## config.mk

```make
export PLATFORM = sky130hd
export DESIGN_NAME = stochastic_oscillator
export DESIGN_NICKNAME = d
export VERILOG_FILES = /design/src/hdl/stoc_pkg.sv /design/src/hdl/stochastic_oscillator.sv /design/src/hdl/stoc_fifo.sv /design/src/hdl/stoc_front.sv /design/src/hdl/stoc_back.sv
export VERILOG_INCLUDE_DIRS = /design/src /design/src/hdl
export SDC_FILE = /design/constraint.sdc
export NUM_CORES = 2
export LEC_CHECK = 0
export BUFFER_PORTS_ARGS = -buffer_cell sky130_fd_sc_hd__buf_4
export CORE_ASPECT_RATIO = 1.25
export CORE_UTILIZATION = 63
export CTS_CLUSTER_SIZE = 8
export DETAILED_ROUTE_END_ITERATION = 6
export GPL_ROUTABILITY_DRIVEN = 0
export PLACE_DENSITY = 0.81
export SYNTH_ARGS = -nofsm -noshare
export SYNTH_HDL_FRONTEND = slang
export SYNTH_SLANG_ARGS = --single-unit
```

## constraint.sdc

```tcl
create_clock -name clk -period 48.4 [get_ports clk]
set_input_delay 9.68 -clock clk [delete_from_list [all_inputs] [get_ports clk]]
set_output_delay 9.68 -clock clk [all_outputs]
set_load 0.02 [all_outputs]
```

## src/hdl/stochastic_oscillator_defines.svh

```systemverilog
// assertion macros shared by the stochastic oscillator modules
`ifndef STOCHASTIC_OSCILLATOR_DEFINES_SVH
`define STOCHASTIC_OSCILLATOR_DEFINES_SVH

// same-cycle implication, checked out of reset
`define STOC_ASSERT_IMP(label, ante, cons, msg) \
	label: assert property (@(posedge clk) disable iff (!arst_n) (ante) |-> (cons)) \
		else $error(msg);

// next-cycle implication, checked out of reset
`define STOC_ASSERT_NEXT(label, ante, cons, msg) \
	label: assert property (@(posedge clk) disable iff (!arst_n) (ante) |=> (cons)) \
		else $error(msg);

`endif

```

## src/hdl/stoc_pkg.sv

```systemverilog
// types and constants shared by the stochastic oscillator modules
`timescale 1ns / 1ps
package stoc_pkg;
	localparam int PRICE_W = 24;
	localparam int PCT_W = 15;
	localparam logic [PCT_W-1:0] PCT_FULL = 15'd25600;
	localparam int PROD_W = PRICE_W + PCT_W;
	localparam int DIV_CNT_W = $clog2(PCT_W);
	localparam logic [DIV_CNT_W-1:0] DIV_LAST = DIV_CNT_W'(PCT_W - 1);

	localparam int Q_DEPTH = 2;
	localparam int Q_PTR_W = $clog2(Q_DEPTH);
	localparam int Q_CNT_W = $clog2(Q_DEPTH + 1);

	typedef enum logic [1:0] {
		KC_ZERO,
		KC_FULL,
		KC_DIVIDE
	} kcls_t;

	typedef enum logic [2:0] {
		F_IDLE,
		F_SCAN,
		F_DIFF,
		F_CLASS,
		F_PUSH
	} front_state_t;

	typedef enum logic [3:0] {
		B_IDLE,
		B_MUL,
		B_LOAD,
		B_DIV,
		B_KSUM,
		B_KMUL,
		B_SSUM,
		B_SMUL,
		B_OUT
	} back_state_t;

	typedef struct packed {
		kcls_t cls;
		logic [PRICE_W-1:0] un;
		logic [PRICE_W-1:0] ud;
		logic kr;
		logic dr;
		logic sr;
	} bar_req_t;
endpackage

```

## src/hdl/stochastic_oscillator.sv

```systemverilog
// stochastic oscillator top level: front end, request queue, back end
// the %K divide is a serial divider of 15 steps and runs only for bars that need it
// the front end can take a new bar while the back end still works on earlier ones in the queue
// front end scans its stored high/low window serially for each bar
// reset: asynchronous, clears control state, bar count and both handshakes
`timescale 1ns / 1ps
module stochastic_oscillator #(
	parameter int K_WINDOW = 5,
	parameter int D_WINDOW = 3
) (
	input logic clk,
	input logic arst_n,
	input logic in_valid,
	output logic in_ready,
	input logic first_bar,
	input logic [stoc_pkg::PRICE_W-1:0] high_price,
	input logic [stoc_pkg::PRICE_W-1:0] low_price,
	input logic [stoc_pkg::PRICE_W-1:0] close_price,
	output logic out_valid,
	input logic out_ready,
	output logic [stoc_pkg::PCT_W-1:0] fast_k,
	output logic [stoc_pkg::PCT_W-1:0] fast_d,
	output logic [stoc_pkg::PCT_W-1:0] slow_d,
	output logic k_ready,
	output logic d_ready,
	output logic slow_ready
);
	import stoc_pkg::*;

	bar_req_t push_data;
	bar_req_t head;
	logic push, full, pop, empty;

	stoc_front #(
		.K_WINDOW(K_WINDOW),
		.D_WINDOW(D_WINDOW)
	) u_front (
		.clk(clk),
		.arst_n(arst_n),
		.in_valid(in_valid),
		.in_ready(in_ready),
		.first_bar(first_bar),
		.high_price(high_price),
		.low_price(low_price),
		.close_price(close_price),
		.push(push),
		.push_data(push_data),
		.full(full)
	);

	stoc_fifo u_fifo (
		.clk(clk),
		.arst_n(arst_n),
		.push(push),
		.push_data(push_data),
		.full(full),
		.pop(pop),
		.empty(empty),
		.head(head)
	);

	stoc_back #(
		.D_WINDOW(D_WINDOW)
	) u_back (
		.clk(clk),
		.arst_n(arst_n),
		.empty(empty),
		.head(head),
		.pop(pop),
		.out_valid(out_valid),
		.out_ready(out_ready),
		.fast_k(fast_k),
		.fast_d(fast_d),
		.slow_d(slow_d),
		.k_ready(k_ready),
		.d_ready(d_ready),
		.slow_ready(slow_ready)
	);
endmodule

```

## src/hdl/stoc_fifo.sv

```systemverilog
// short request queue between the bar front end and the arithmetic back end
`timescale 1ns / 1ps
`include "stochastic_oscillator_defines.svh"
module stoc_fifo (
	input logic clk,
	input logic arst_n,
	input logic push,
	input stoc_pkg::bar_req_t push_data,
	output logic full,
	input logic pop,
	output logic empty,
	output stoc_pkg::bar_req_t head
);
	import stoc_pkg::*;

	bar_req_t entry_q [Q_DEPTH];
	logic [Q_PTR_W-1:0] wr_ptr_q;
	logic [Q_PTR_W-1:0] rd_ptr_q;
	logic [Q_CNT_W-1:0] count_q;

	assign full = (count_q == Q_CNT_W'(Q_DEPTH));
	assign empty = (count_q == '0);
	assign head = entry_q[rd_ptr_q];

	always_ff @(posedge clk or negedge arst_n) begin
		if (!arst_n) begin
			wr_ptr_q <= '0;
			rd_ptr_q <= '0;
			count_q <= '0;
		end else begin
			if (push) begin
				wr_ptr_q <= (wr_ptr_q == Q_PTR_W'(Q_DEPTH - 1)) ? '0 : wr_ptr_q + 1'b1;
			end
			if (pop) begin
				rd_ptr_q <= (rd_ptr_q == Q_PTR_W'(Q_DEPTH - 1)) ? '0 : rd_ptr_q + 1'b1;
			end
			if (push && !pop) begin
				count_q <= count_q + 1'b1;
			end else if (pop && !push) begin
				count_q <= count_q - 1'b1;
			end
		end
	end

	always_ff @(posedge clk) begin
		if (push) begin
			entry_q[wr_ptr_q] <= push_data;
		end
	end

	`STOC_ASSERT_IMP(a_no_overflow, push, !full, "request pushed into a full queue")
	`STOC_ASSERT_IMP(a_no_underflow, pop, !empty, "request popped from an empty queue")
endmodule

```

## src/hdl/stoc_front.sv

```systemverilog
// front end: takes a bar, scans the high/low window and classifies the %K division
`timescale 1ns / 1ps
module stoc_front #(
	parameter int K_WINDOW = 5,
	parameter int D_WINDOW = 3
) (
	input logic clk,
	input logic arst_n,
	input logic in_valid,
	output logic in_ready,
	input logic first_bar,
	input logic [stoc_pkg::PRICE_W-1:0] high_price,
	input logic [stoc_pkg::PRICE_W-1:0] low_price,
	input logic [stoc_pkg::PRICE_W-1:0] close_price,
	output logic push,
	output stoc_pkg::bar_req_t push_data,
	input logic full
);
	import stoc_pkg::*;

	localparam int HIST = K_WINDOW - 1;
	localparam int IDX_W = (HIST > 1) ? $clog2(HIST) : 1;
	localparam int WARM_TOTAL = (K_WINDOW - 1) + 2 * (D_WINDOW - 1);
	localparam int CNT_W = $clog2(WARM_TOTAL + 1);
	localparam logic [CNT_W-1:0] K_START = CNT_W'(K_WINDOW - 1);
	localparam logic [CNT_W-1:0] D_START = CNT_W'(K_WINDOW + D_WINDOW - 2);
	localparam logic [CNT_W-1:0] S_START = CNT_W'(WARM_TOTAL);

	front_state_t state_q, state_d;
	logic [CNT_W-1:0] cnt_q;
	logic [CNT_W-1:0] cnt_base;
	logic [IDX_W-1:0] idx_q;
	logic last_idx;
	logic accept;

	logic [PRICE_W-1:0] high_hist [HIST];
	logic [PRICE_W-1:0] low_hist [HIST];
	logic [PRICE_W-1:0] hi_q, lo_q, cl_q, hh_q, ll_q;
	logic [PRICE_W:0] num_q, den_q;
	logic [PRICE_W:0] num_neg, den_neg;
	logic [PRICE_W-1:0] un, ud;
	bar_req_t req_q;

	assign last_idx = (idx_q == IDX_W'(HIST - 1));
	assign cnt_base = first_bar ? '0 : cnt_q;
	assign push_data = req_q;

	// next state
	always_comb begin
		state_d = state_q;
		case (state_q)
			F_IDLE: begin
				if (in_valid) state_d = F_SCAN;
			end
			F_SCAN: begin
				if (last_idx) state_d = F_DIFF;
			end
			F_DIFF: state_d = F_CLASS;
			F_CLASS: state_d = F_PUSH;
			F_PUSH: begin
				if (!full) state_d = F_IDLE;
			end
			default: state_d = F_IDLE;
		endcase
	end

	// outputs
	always_comb begin
		in_ready = 1'b0;
		push = 1'b0;
		case (state_q)
			F_IDLE: in_ready = 1'b1;
			F_PUSH: push = !full;
			default: begin
				in_ready = 1'b0;
				push = 1'b0;
			end
		endcase
	end

	assign accept = in_valid && in_ready;

	always_ff @(posedge clk or negedge arst_n) begin
		if (!arst_n) begin
			state_q <= F_IDLE;
			cnt_q <= '0;
			idx_q <= '0;
		end else begin
			state_q <= state_d;
			if (accept) begin
				idx_q <= '0;
				cnt_q <= (cnt_base < S_START) ? cnt_base + 1'b1 : cnt_base;
			end else if (state_q == F_SCAN) begin
				idx_q <= idx_q + 1'b1;
			end
		end
	end

	// magnitudes of the signed differences
	always_comb begin
		num_neg = -num_q;
		den_neg = -den_q;
		un = num_q[PRICE_W] ? num_neg[PRICE_W-1:0] : num_q[PRICE_W-1:0];
		ud = den_q[PRICE_W] ? den_neg[PRICE_W-1:0] : den_q[PRICE_W-1:0];
	end

	always_ff @(posedge clk) begin
		if (accept) begin
			hi_q <= high_price;
			lo_q <= low_price;
			cl_q <= close_price;
			hh_q <= high_price;
			ll_q <= low_price;
			req_q.kr <= (cnt_base >= K_START);
			req_q.dr <= (cnt_base >= D_START);
			req_q.sr <= (cnt_base >= S_START);
		end
		if (state_q == F_SCAN) begin
			if (high_hist[idx_q] > hh_q) hh_q <= high_hist[idx_q];
			if (low_hist[idx_q] < ll_q) ll_q <= low_hist[idx_q];
		end
		if (state_q == F_DIFF) begin
			num_q <= {1'b0, cl_q} - {1'b0, ll_q};
			den_q <= {1'b0, hh_q} - {1'b0, ll_q};
			high_hist[0] <= hi_q;
			low_hist[0] <= lo_q;
			for (int i = 1; i < HIST; i++) begin
				high_hist[i] <= high_hist[i-1];
				low_hist[i] <= low_hist[i-1];
			end
		end
		if (state_q == F_CLASS) begin
			req_q.un <= un;
			req_q.ud <= ud;
			// zero range reads as full scale; opposite signs or a zero numerator clamp to 0
			if (den_q == '0) begin
				req_q.cls <= KC_FULL;
			end else if (num_q == '0 || num_q[PRICE_W] != den_q[PRICE_W]) begin
				req_q.cls <= KC_ZERO;
			end else if (un >= ud) begin
				req_q.cls <= KC_FULL;
			end else begin
				req_q.cls <= KC_DIVIDE;
			end
		end
	end
endmodule

```

## src/hdl/stoc_back.sv

```systemverilog
// back end: serial %K divider, %D and slow %D means, result register
`timescale 1ns / 1ps
`include "stochastic_oscillator_defines.svh"
module stoc_back #(
	parameter int D_WINDOW = 3
) (
	input logic clk,
	input logic arst_n,
	input logic empty,
	input stoc_pkg::bar_req_t head,
	output logic pop,
	output logic out_valid,
	input logic out_ready,
	output logic [stoc_pkg::PCT_W-1:0] fast_k,
	output logic [stoc_pkg::PCT_W-1:0] fast_d,
	output logic [stoc_pkg::PCT_W-1:0] slow_d,
	output logic k_ready,
	output logic d_ready,
	output logic slow_ready
);
	import stoc_pkg::*;

	localparam int SUM_W = $clog2(D_WINDOW * 25600 + 1);
	localparam int SHIFT = SUM_W + $clog2(D_WINDOW);
	localparam logic [SHIFT-1:0] RECIP = SHIFT'((2 ** SHIFT + D_WINDOW - 1) / D_WINDOW);
	localparam int MP_W = SUM_W + SHIFT;

	back_state_t state_q, state_d;
	bar_req_t req_q;
	logic [DIV_CNT_W-1:0] div_cnt_q;
	logic [PROD_W-1:0] prod_q;
	logic [PCT_W-1:0] low_q;
	logic [PRICE_W-1:0] rem_q;
	logic [PCT_W-1:0] quo_q;
	logic [PRICE_W:0] rem_sh, rem_sub;
	logic rem_ge;

	logic [PCT_W-1:0] k_hist [D_WINDOW-1];
	logic [PCT_W-1:0] d_hist [D_WINDOW-1];
	logic [PCT_W-1:0] k_q, d_q;
	logic [PCT_W-1:0] k_val, d_val, s_val;
	logic [SUM_W-1:0] sum_q, k_sum, d_sum;
	logic [MP_W-1:0] mp_q;
	logic out_load;
	logic out_valid_q;

	// next state
	always_comb begin
		state_d = state_q;
		case (state_q)
			B_IDLE: begin
				if (!empty) state_d = (head.cls == KC_DIVIDE) ? B_MUL : B_KSUM;
			end
			B_MUL: state_d = B_LOAD;
			B_LOAD: state_d = B_DIV;
			B_DIV: begin
				if (div_cnt_q == DIV_LAST) state_d = B_KSUM;
			end
			B_KSUM: state_d = B_KMUL;
			B_KMUL: state_d = B_SSUM;
			B_SSUM: state_d = B_SMUL;
			B_SMUL: state_d = B_OUT;
			B_OUT: begin
				if (!out_valid_q || out_ready) state_d = B_IDLE;
			end
			default: state_d = B_IDLE;
		endcase
	end

	// outputs
	always_comb begin
		pop = 1'b0;
		out_load = 1'b0;
		case (state_q)
			B_IDLE: pop = !empty;
			B_OUT: out_load = !out_valid_q || out_ready;
			default: begin
				pop = 1'b0;
				out_load = 1'b0;
			end
		endcase
	end

	// one quotient bit per cycle
	always_comb begin
		rem_sh = {rem_q, low_q[PCT_W-1]};
		rem_ge = (rem_sh >= {1'b0, req_q.ud});
		rem_sub = rem_sh - {1'b0, req_q.ud};
	end

	always_comb begin
		case (req_q.cls)
			KC_FULL: k_val = PCT_FULL;
			KC_DIVIDE: k_val = quo_q;
			default: k_val = '0;
		endcase
		if (!req_q.kr) k_val = '0;
		k_sum = SUM_W'(k_val);
		for (int i = 0; i < D_WINDOW - 1; i++) begin
			k_sum = k_sum + SUM_W'(k_hist[i]);
		end
		// floor of sum / window via the scaled reciprocal
		d_val = req_q.dr ? mp_q[SHIFT +: PCT_W] : '0;
		d_sum = SUM_W'(d_val);
		for (int i = 0; i < D_WINDOW - 1; i++) begin
			d_sum = d_sum + SUM_W'(d_hist[i]);
		end
		s_val = req_q.sr ? mp_q[SHIFT +: PCT_W] : '0;
	end

	always_ff @(posedge clk or negedge arst_n) begin
		if (!arst_n) begin
			state_q <= B_IDLE;
			div_cnt_q <= '0;
			out_valid_q <= 1'b0;
		end else begin
			state_q <= state_d;
			if (state_q == B_LOAD) begin
				div_cnt_q <= '0;
			end else if (state_q == B_DIV) begin
				div_cnt_q <= div_cnt_q + 1'b1;
			end
			if (out_load) begin
				out_valid_q <= 1'b1;
			end else if (out_ready) begin
				out_valid_q <= 1'b0;
			end
		end
	end

	always_ff @(posedge clk) begin
		case (state_q)
			B_IDLE: begin
				if (pop) req_q <= head;
			end
			B_MUL: prod_q <= PROD_W'(req_q.un) * PROD_W'(PCT_FULL);
			B_LOAD: begin
				rem_q <= prod_q[PROD_W-1:PCT_W];
				low_q <= prod_q[PCT_W-1:0];
				quo_q <= '0;
			end
			B_DIV: begin
				rem_q <= rem_ge ? rem_sub[PRICE_W-1:0] : rem_sh[PRICE_W-1:0];
				quo_q <= {quo_q[PCT_W-2:0], rem_ge};
				low_q <= {low_q[PCT_W-2:0], 1'b0};
			end
			B_KSUM: begin
				k_q <= k_val;
				sum_q <= k_sum;
			end
			B_KMUL: mp_q <= MP_W'(sum_q) * MP_W'(RECIP);
			B_SSUM: begin
				d_q <= d_val;
				sum_q <= d_sum;
			end
			B_SMUL: mp_q <= MP_W'(sum_q) * MP_W'(RECIP);
			B_OUT: begin
				if (out_load) begin
					fast_k <= k_q;
					fast_d <= d_q;
					slow_d <= s_val;
					k_ready <= req_q.kr;
					d_ready <= req_q.dr;
					slow_ready <= req_q.sr;
					k_hist[0] <= k_q;
					d_hist[0] <= d_q;
					for (int i = 1; i < D_WINDOW - 1; i++) begin
						k_hist[i] <= k_hist[i-1];
						d_hist[i] <= d_hist[i-1];
					end
				end
			end
			default: begin
			end
		endcase
	end

	assign out_valid = out_valid_q;

	`STOC_ASSERT_IMP(a_rem_below_divisor, state_q == B_DIV, rem_q < req_q.ud,
		"divider remainder not below divisor")
	`STOC_ASSERT_IMP(a_k_in_range, out_valid, fast_k <= PCT_FULL, "fast_k above full scale")
	`STOC_ASSERT_IMP(a_ready_order, out_valid && slow_ready, d_ready && k_ready,
		"slow_ready raised ahead of the earlier windows")
endmodule
```

# Word level (Yosys, flattened, before mapping)
# Memories as Yosys holds them, arrays and structs flattened.
# Cells that the tools add are included.
# classes
order_cmp	8
eq_ne	25
mul	2
n_mux	50
add_sub_neg	16
n_reduce_logical	26
# op_table
cell	count
2-to-1 mux 24 bit	9
one-hot mux 15 bit (2 select lines)	3
logical NOT 25 bit	2
subtractor 24 x 24 -> 25 bit	2
negator 24 bit	2
one-hot mux 24 bit (2 select lines)	1
one-hot mux 4 bit (9 select lines)	1
adder 17 x 15 -> 17 bit	2
multiplier 17 x 18 -> 34 bit (second input constant)	1
one-hot mux 17 bit (2 select lines)	1
adder 15 x 15 -> 16 bit	2
2-to-1 mux 15 bit	2
multiplier 24 x 5 -> 29 bit (second input constant)	1
2-to-1 mux 4 bit	7
greater-or-equal comparator 25 x 24 -> 1 bit	1
greater-or-equal comparator 24 bit	1
greater-than comparator 24 bit	1
less-than comparator 24 bit	1
subtractor 24 bit	1
== test 4 x 3 -> 1 bit (second input constant)	4
2-to-1 mux 1 bit	16
one-hot mux 3 bit (5 select lines)	1
2-to-1 mux 3 bit	4
2-to-1 mux 2 bit	5
other kinds (28)	56
# word_totals
out_inout_bits	50
ram_bits	358
input_bits	77
mem_count	5
word_cells	175
reg_bits	510
# mem_list
name	words	word_bits	rd	rd_clocked_by_memory_dff	wr	line_no	text
u_fifo.entry_q	2	53	1	0	1	stoc_fifo.sv:16	bar_req_t entry_q [Q_DEPTH];
u_front.high_hist	4	24	4	0	4	stoc_front.sv:36	logic [PRICE_W-1:0] high_hist [HIST];
u_front.low_hist	4	24	4	0	4	stoc_front.sv:37	logic [PRICE_W-1:0] low_hist [HIST];
u_back.d_hist	2	15	2	0	2	stoc_back.sv:39	logic [PCT_W-1:0] d_hist [D_WINDOW-1];
u_back.k_hist	2	15	2	0	2	stoc_back.sv:38	logic [PCT_W-1:0] k_hist [D_WINDOW-1];

# Depth between registers and ports, before layout
# logic_depth
ltp_word	7
mapped_depth	22

# By module
# From an unflattened synthesis, not the netlist that was laid out.
# hier_totals
cells_unflattened	3323
hier_area_um2	44066.0
# modules_own_cells
mod	cells_per_inst	seq_area_each_um2	area_per_inst_um2	n_inst
stoc_back	1736	8212.9	20021.7	1
stoc_front	1406	12206.7	19782.7	1
stoc_fifo	181	3283.1	4261.6	1

# Least setup slack after synthesis
# Ideal clock, no wire load.
# synth_path
path_kind	reg2reg
start	reg u_front.state_q[0]
end	reg u_front.den_q[0] (enable)
slack_ps	29135
stages_incl_launch_ff	3
t_arrival_ps	18074
t_required_ps	47210
path_buffers	1
cell_sequence	dfrtp_1 clkbuf_1 nor3b_1
# synth_between
elab_chain_cells	1
# synth_rtl
element	line_no	text
start, declared	stoc_front.sv:29	front_state_t state_q, state_d;
start signal, assigned	stoc_front.sv:89	state_q <= state_d;
== test 3 x 2 -> 1 bit	stoc_front.sv:122	if (state_q == F_DIFF) begin
end signal, assigned	stoc_front.sv:124	den_q <= {1'b0, hh_q} - {1'b0, ll_q};
end, declared	stoc_front.sv:39	logic [PRICE_W:0] num_q, den_q;
# Every way passes these cells.
# A chain may end at the register's enable or synchronous reset.

# Worst setup path after layout
# layout_path
start	in in_valid
end	reg u_front.hh_q[23]
# layout_between
elab_chain_cells	4
# layout_rtl
element	line_no	text
start, declared	stochastic_oscillator.sv:13	input logic in_valid,
logical AND 1 bit *	stoc_front.sv:81	assign accept = in_valid && in_ready;
2-to-1 mux 24 bit *	stoc_front.sv:108	if (accept) begin
2-to-1 mux 24 bit	stoc_front.sv:119	if (high_hist[idx_q] > hh_q) hh_q <= high_hist[idx_q];
2-to-1 mux 24 bit *	stoc_front.sv:118	if (state_q == F_SCAN) begin
end signal, assigned	stoc_front.sv:112	hh_q <= high_price;
end signal, assigned	stoc_front.sv:119	
end, declared	stoc_front.sv:38	logic [PRICE_W-1:0] hi_q, lo_q, cl_q, hh_q, ll_q;
# Every way passes the cells marked *; elsewhere a longest branch is shown, timed or not.

==> Implementation_results.wiki <==
{| class="wikitable"
! Metric !! Value
|-
| Launch instance of the worst min-delay path || u_front.lo_q[8]
|-
| Measured slew at the worst slew-check pin || 1169 ps
|-
| Syn_area_per_cell || 13.02 um2
|-
| Total CTS buffers || 111
|-
| Max H-tree Level || 3
|-
| DR iter-0 viols || 1565
|-
| Number of sinks on the clock net || 809
|-
| Cell at the root of the clock tree || clkbuf_16
|-
| Depth of the worst register-to-register path || 20
|-
| # port buffers || 126
|-
| Clock tree from TritonCTS || yes
|-
| Post-Syn Nets || 3944
|-
| Width of the die || 237.4 um
|-
| Inserted Diodes || 0
|-
| Fmax || 87.25 MHz
|-
| Count of cell types in the netlist || 71
|-
| Data required time at the worst endpoint || 48950 ps
|-
| Number of buffers added for setup after CTS || 0
|-
| Reg2reg end || u_back.mp_q[33]
|-
| Post-synthesis instance area || 0.04364 mm2
|-
| Final setup violation count || 0
|-
| Post-route DRC || 0
|-
| Maximum number of pins on one net before global-route repair || 169
|-
| Hold violation total from the final report || 0
|-
| Slowest cell on crit path || buf_4
|-
| Cell Rows || 107
|-
| Status || finished, final reports clean
|-
| TritonRoute pass-1 iters || 5
|-
| Overall track demand over capacity in global routing || 26.16%
|-
| Cells resized by post-CTS repair || 0
|-
| Cell depth of the worst hold path || 0
|-
| Xor and xnor fraction of the mapped netlist area || 3.854%
|-
| Area of the multi-input gates || 0.01803 mm2
|-
| Flops & latches, synth || 809
|-
| Max cap viols || 0
|-
| Arithmetic-cell share of the synthesized area counting full adders, half adders and majority gates || 16.62%
|-
| Largest stage delay on the critical path || 790 ps
|-
| Share of cells above drive strength 1 || 12.37%
|-
| Family with the most delay on the worst path || buffers and inverters
|-
| Routed via count || 26580
|-
| Largest family of logic cells by synthesized area || adder cells
|-
| Relative area change from synthesis to final layout || 11.04%
|-
| Die Span Y || 296.3 um
|-
| Proportion of register bits with asynchronous set or reset after synthesis || 2.719%
|-
| Total half-perimeter wirelength after legalization and detailed placement || 64.42 mm
|-
| Relative slew slack || 21.93%
|-
| Data arrival, critical path || 12010 ps
|-
| Clock slew at the register clock pins of the worst setup and hold paths || 50 ps
|-
| Type of element launching the critical path || input port
|-
| Sequential element share of the synthesized area || 54.32%
|-
| GRT Residual Overflow || 0
|-
| First-pass GRT wire length || 143.8 mm
|-
| Kind of critical path || in2reg
|-
| Count of hold buffers inserted by post-cts repair || 0
|-
| Number of enable-type register cells in the synthesized netlist || 739
|-
| Fraction of the mapped netlist area in compound gates || 8.708%
|-
| Final-layout fill cell count || 4346
|-
| Hold Crit Class || reg2reg
|-
| Share of the clock period used by the worst path after layout || 23.68%
|-
| Clock tree skew after final layout || 23.79 ps
|-
| Capture endpoint of the worst hold path || u_front.low_hist[0][8]
|-
| Count of buffering cells on the critical path with inverters included || 3
|-
| Crit-path most repeated cell || buf_4
|-
| Number of global-route vias before repair || 27920
|-
| RR Startpoint || u_back.sum_q[7]
|-
| Final critical delay including setup and external delays || 11460 ps
|-
| Clock latency of the later-clocked register in the worst-skew pair || 670 ps
|-
| Io pins || 127
|-
| Wire length reported by the detailed router || 90.66 mm
|-
| CP endpoint kind || flop
|-
| Simple logic cell fraction of the synthesized area || 6.569%
|-
| CP cell instances || buf_4 > nand2_1 > inv_6 > buf_4 > o21ai_0 > mux2_2
|-
| Number of antenna violations at the first check in global routing || 2
|-
| Clk buf depth || 3
|-
| Mux cell area share after synthesis || 5.448%
|-
| Most common flop cell mapped by yosys || edfxtp_1
|-
| Worst Path Max Fanout || 90
|-
| Total negative slack for setup checks || 0 ps
|-
| Routed len/inst || 20.40 um
|-
| R2R Setup Slk || 41710 ps
|-
| Number of nets with antenna violations after routing || 0
|-
| Synth Instances || 3352
|-
| Unrepaired setup endpoints after global routing || no
|-
| Starting density of the core || 63.91%
|-
| Standard cell core area || 0.06828 mm2
|-
| Yosys warnings || 0
|-
| Full die area || 0.07033 mm2
|-
| Via density per instance || 5.979
|-
| Number of pins with negative max-slew slack in the final report || 0
|-
| Net count, final || 4099
|-
| Sequential cell area || 0.02371 mm2
|}
worst reg2reg max path, stage by stage, from the launching register on:
cell	delay, ps
edfxtp_1	500
ha_1	320
inv_1	100
fa_1	630
fa_1	540
fa_1	570
inv_1	50
fa_1	530
inv_1	50
fa_1	530
inv_1	40
ha_1	200
a211oi_1	320
nand3b_1	160
a211oi_1	480
a211o_1	250
a31oi_1	170
a41o_1	360
o41a_1	360
a21oi_1	190
xnor2_1	80
placed cells by master, fill, tap and decap left out, drive strengths merged, types with 28 or more instances in the layout:
cell type,instances
o21ai,172
edfxtp,739
and3,42
a21o,74
a21oi,158
fa,108
ha,407
nand2b,31
nor3,39
nor2,113
nand3,40
inv,388
xor2,60
and2,40
nand2,187
mux4,48
clkbuf,170
mux2,100
nor2b,28
dfxtp,48
buf,143
xnor2,132
area by class of cell:
class | count | share of cell area, %
repair buffers | 143 | 2.241
inverters | 383 | 2.977
well taps | 872 | 2.252
flip-flops and latches | 809 | 48.93
multi-input cells | 2059 | 37.21
clock inverters | 9 | 0.1988
clock buffers | 170 | 6.189
synthesized netlist by cell type (7+ instances only):
cell / number / share of area [%]
nand2_1: 187 / 1.6
dfxtp_1: 48 / 2.2
or4_1: 8 / 0.14
o31ai_1: 20 / 0.34
nor3_1: 39 / 0.45
edfxtp_1: 739 / 51
inv_1: 382 / 3.3
dfrtp_1: 22 / 1.3
nor2b_1: 28 / 0.40
buf_1: 7 / 0.060
a31o_2: 7 / 0.14
clkbuf_1: 57 / 0.49
nor2_1: 113 / 0.97
mux2_2: 96 / 2.5
a31oi_1: 12 / 0.17
ha_1: 407 / 12
o21a_1: 27 / 0.46
and2_1: 40 / 0.57
nand3_1: 40 / 0.46
nand3b_1: 9 / 0.15
o21ai_0: 170 / 1.9
buf_4: 32 / 0.55
o211ai_1: 10 / 0.17
fa_1: 108 / 5.0
o41ai_1: 11 / 0.22
a21o_1: 74 / 1.3
xor2_1: 60 / 1.2
nor4_1: 11 / 0.16
or3_1: 9 / 0.13
nand2b_1: 31 / 0.44
mux2i_1: 17 / 0.39
a211o_1: 8 / 0.16
xnor2_1: 132 / 2.6
and3_1: 42 / 0.60
a211oi_1: 22 / 0.38
o21bai_1: 16 / 0.28
a21oi_1: 157 / 1.8
mux4_2: 48 / 2.5
nand4_1: 17 / 0.24
cells by family (layout without fill, tap and decap cells):
group | Yosys count | after routing
compound gates | 599 | 599
flops | 809 | 809
buf+inv | 484 | 705
simple gates | 588 | 588
fa+ha+maj | 515 | 515
xor+xnor | 192 | 192
mux | 165 | 165
registers in the layout, indices dropped and copies added, names as in the netlist, 15 cells and up:
signal and cells:
u_back.slow_d 15, u_back.req_q 53, u_front.ll_q 24, u_front.hi_q 24, u_front.den_q 25, u_back.k_q 15
u_front.cl_q 24, u_back.rem_q 24, u_back.quo_q 15, u_back.d_hist 16, u_front.push_data 53, u_front.hh_q 24
u_front.num_q 25, u_back.k_hist 16, u_fifo.entry_q 106, u_back.mp_q 15, u_front.low_hist 96, u_back.prod_q 29
u_front.lo_q 24, u_back.d_q 15, u_back.sum_q 17, u_front.high_hist 96
metal layers:
metal	GRT usage (%)	wire length [um]
met1	30.69	35100
met2	46.56	46530
met3	3.965	4409
met4	13.67	4620
met5	0	0
metrics by stage:
stage               instances  cell area [um2]  utilization (%)  hold WS [ps]  setup slack [ps]
global placement         4266            45360            66.44         401.1             36480
finish                   4445            48460            70.97         412.2             36940
floorplan                3352            43640                -         400.3             29140
global route             4445            48460            70.97         415.9             36780
detailed placement       4266            45360            66.44         404.5             36360
CTS                      4445            48460            70.97         412.2             36970
how the worst max path moves through the flow:
stage | to | cells past startpoint | startpoint
after detailed placement | u_front.hh_q[12] | 6 | in_valid
after floorplan | u_front.den_q[0] | 2 | u_front.state_q[0]
after CTS | u_front.hh_q[23] | 6 | in_valid
after global placement | u_front.hh_q[21] | 6 | in_valid
final | u_front.hh_q[23] | 6 | in_valid
after global routing | u_front.hh_q[12] | 6 | in_valid
Power is not shown: default switching activity piles up to over one toggle a cycle in this logic, so the estimate is an artifact.
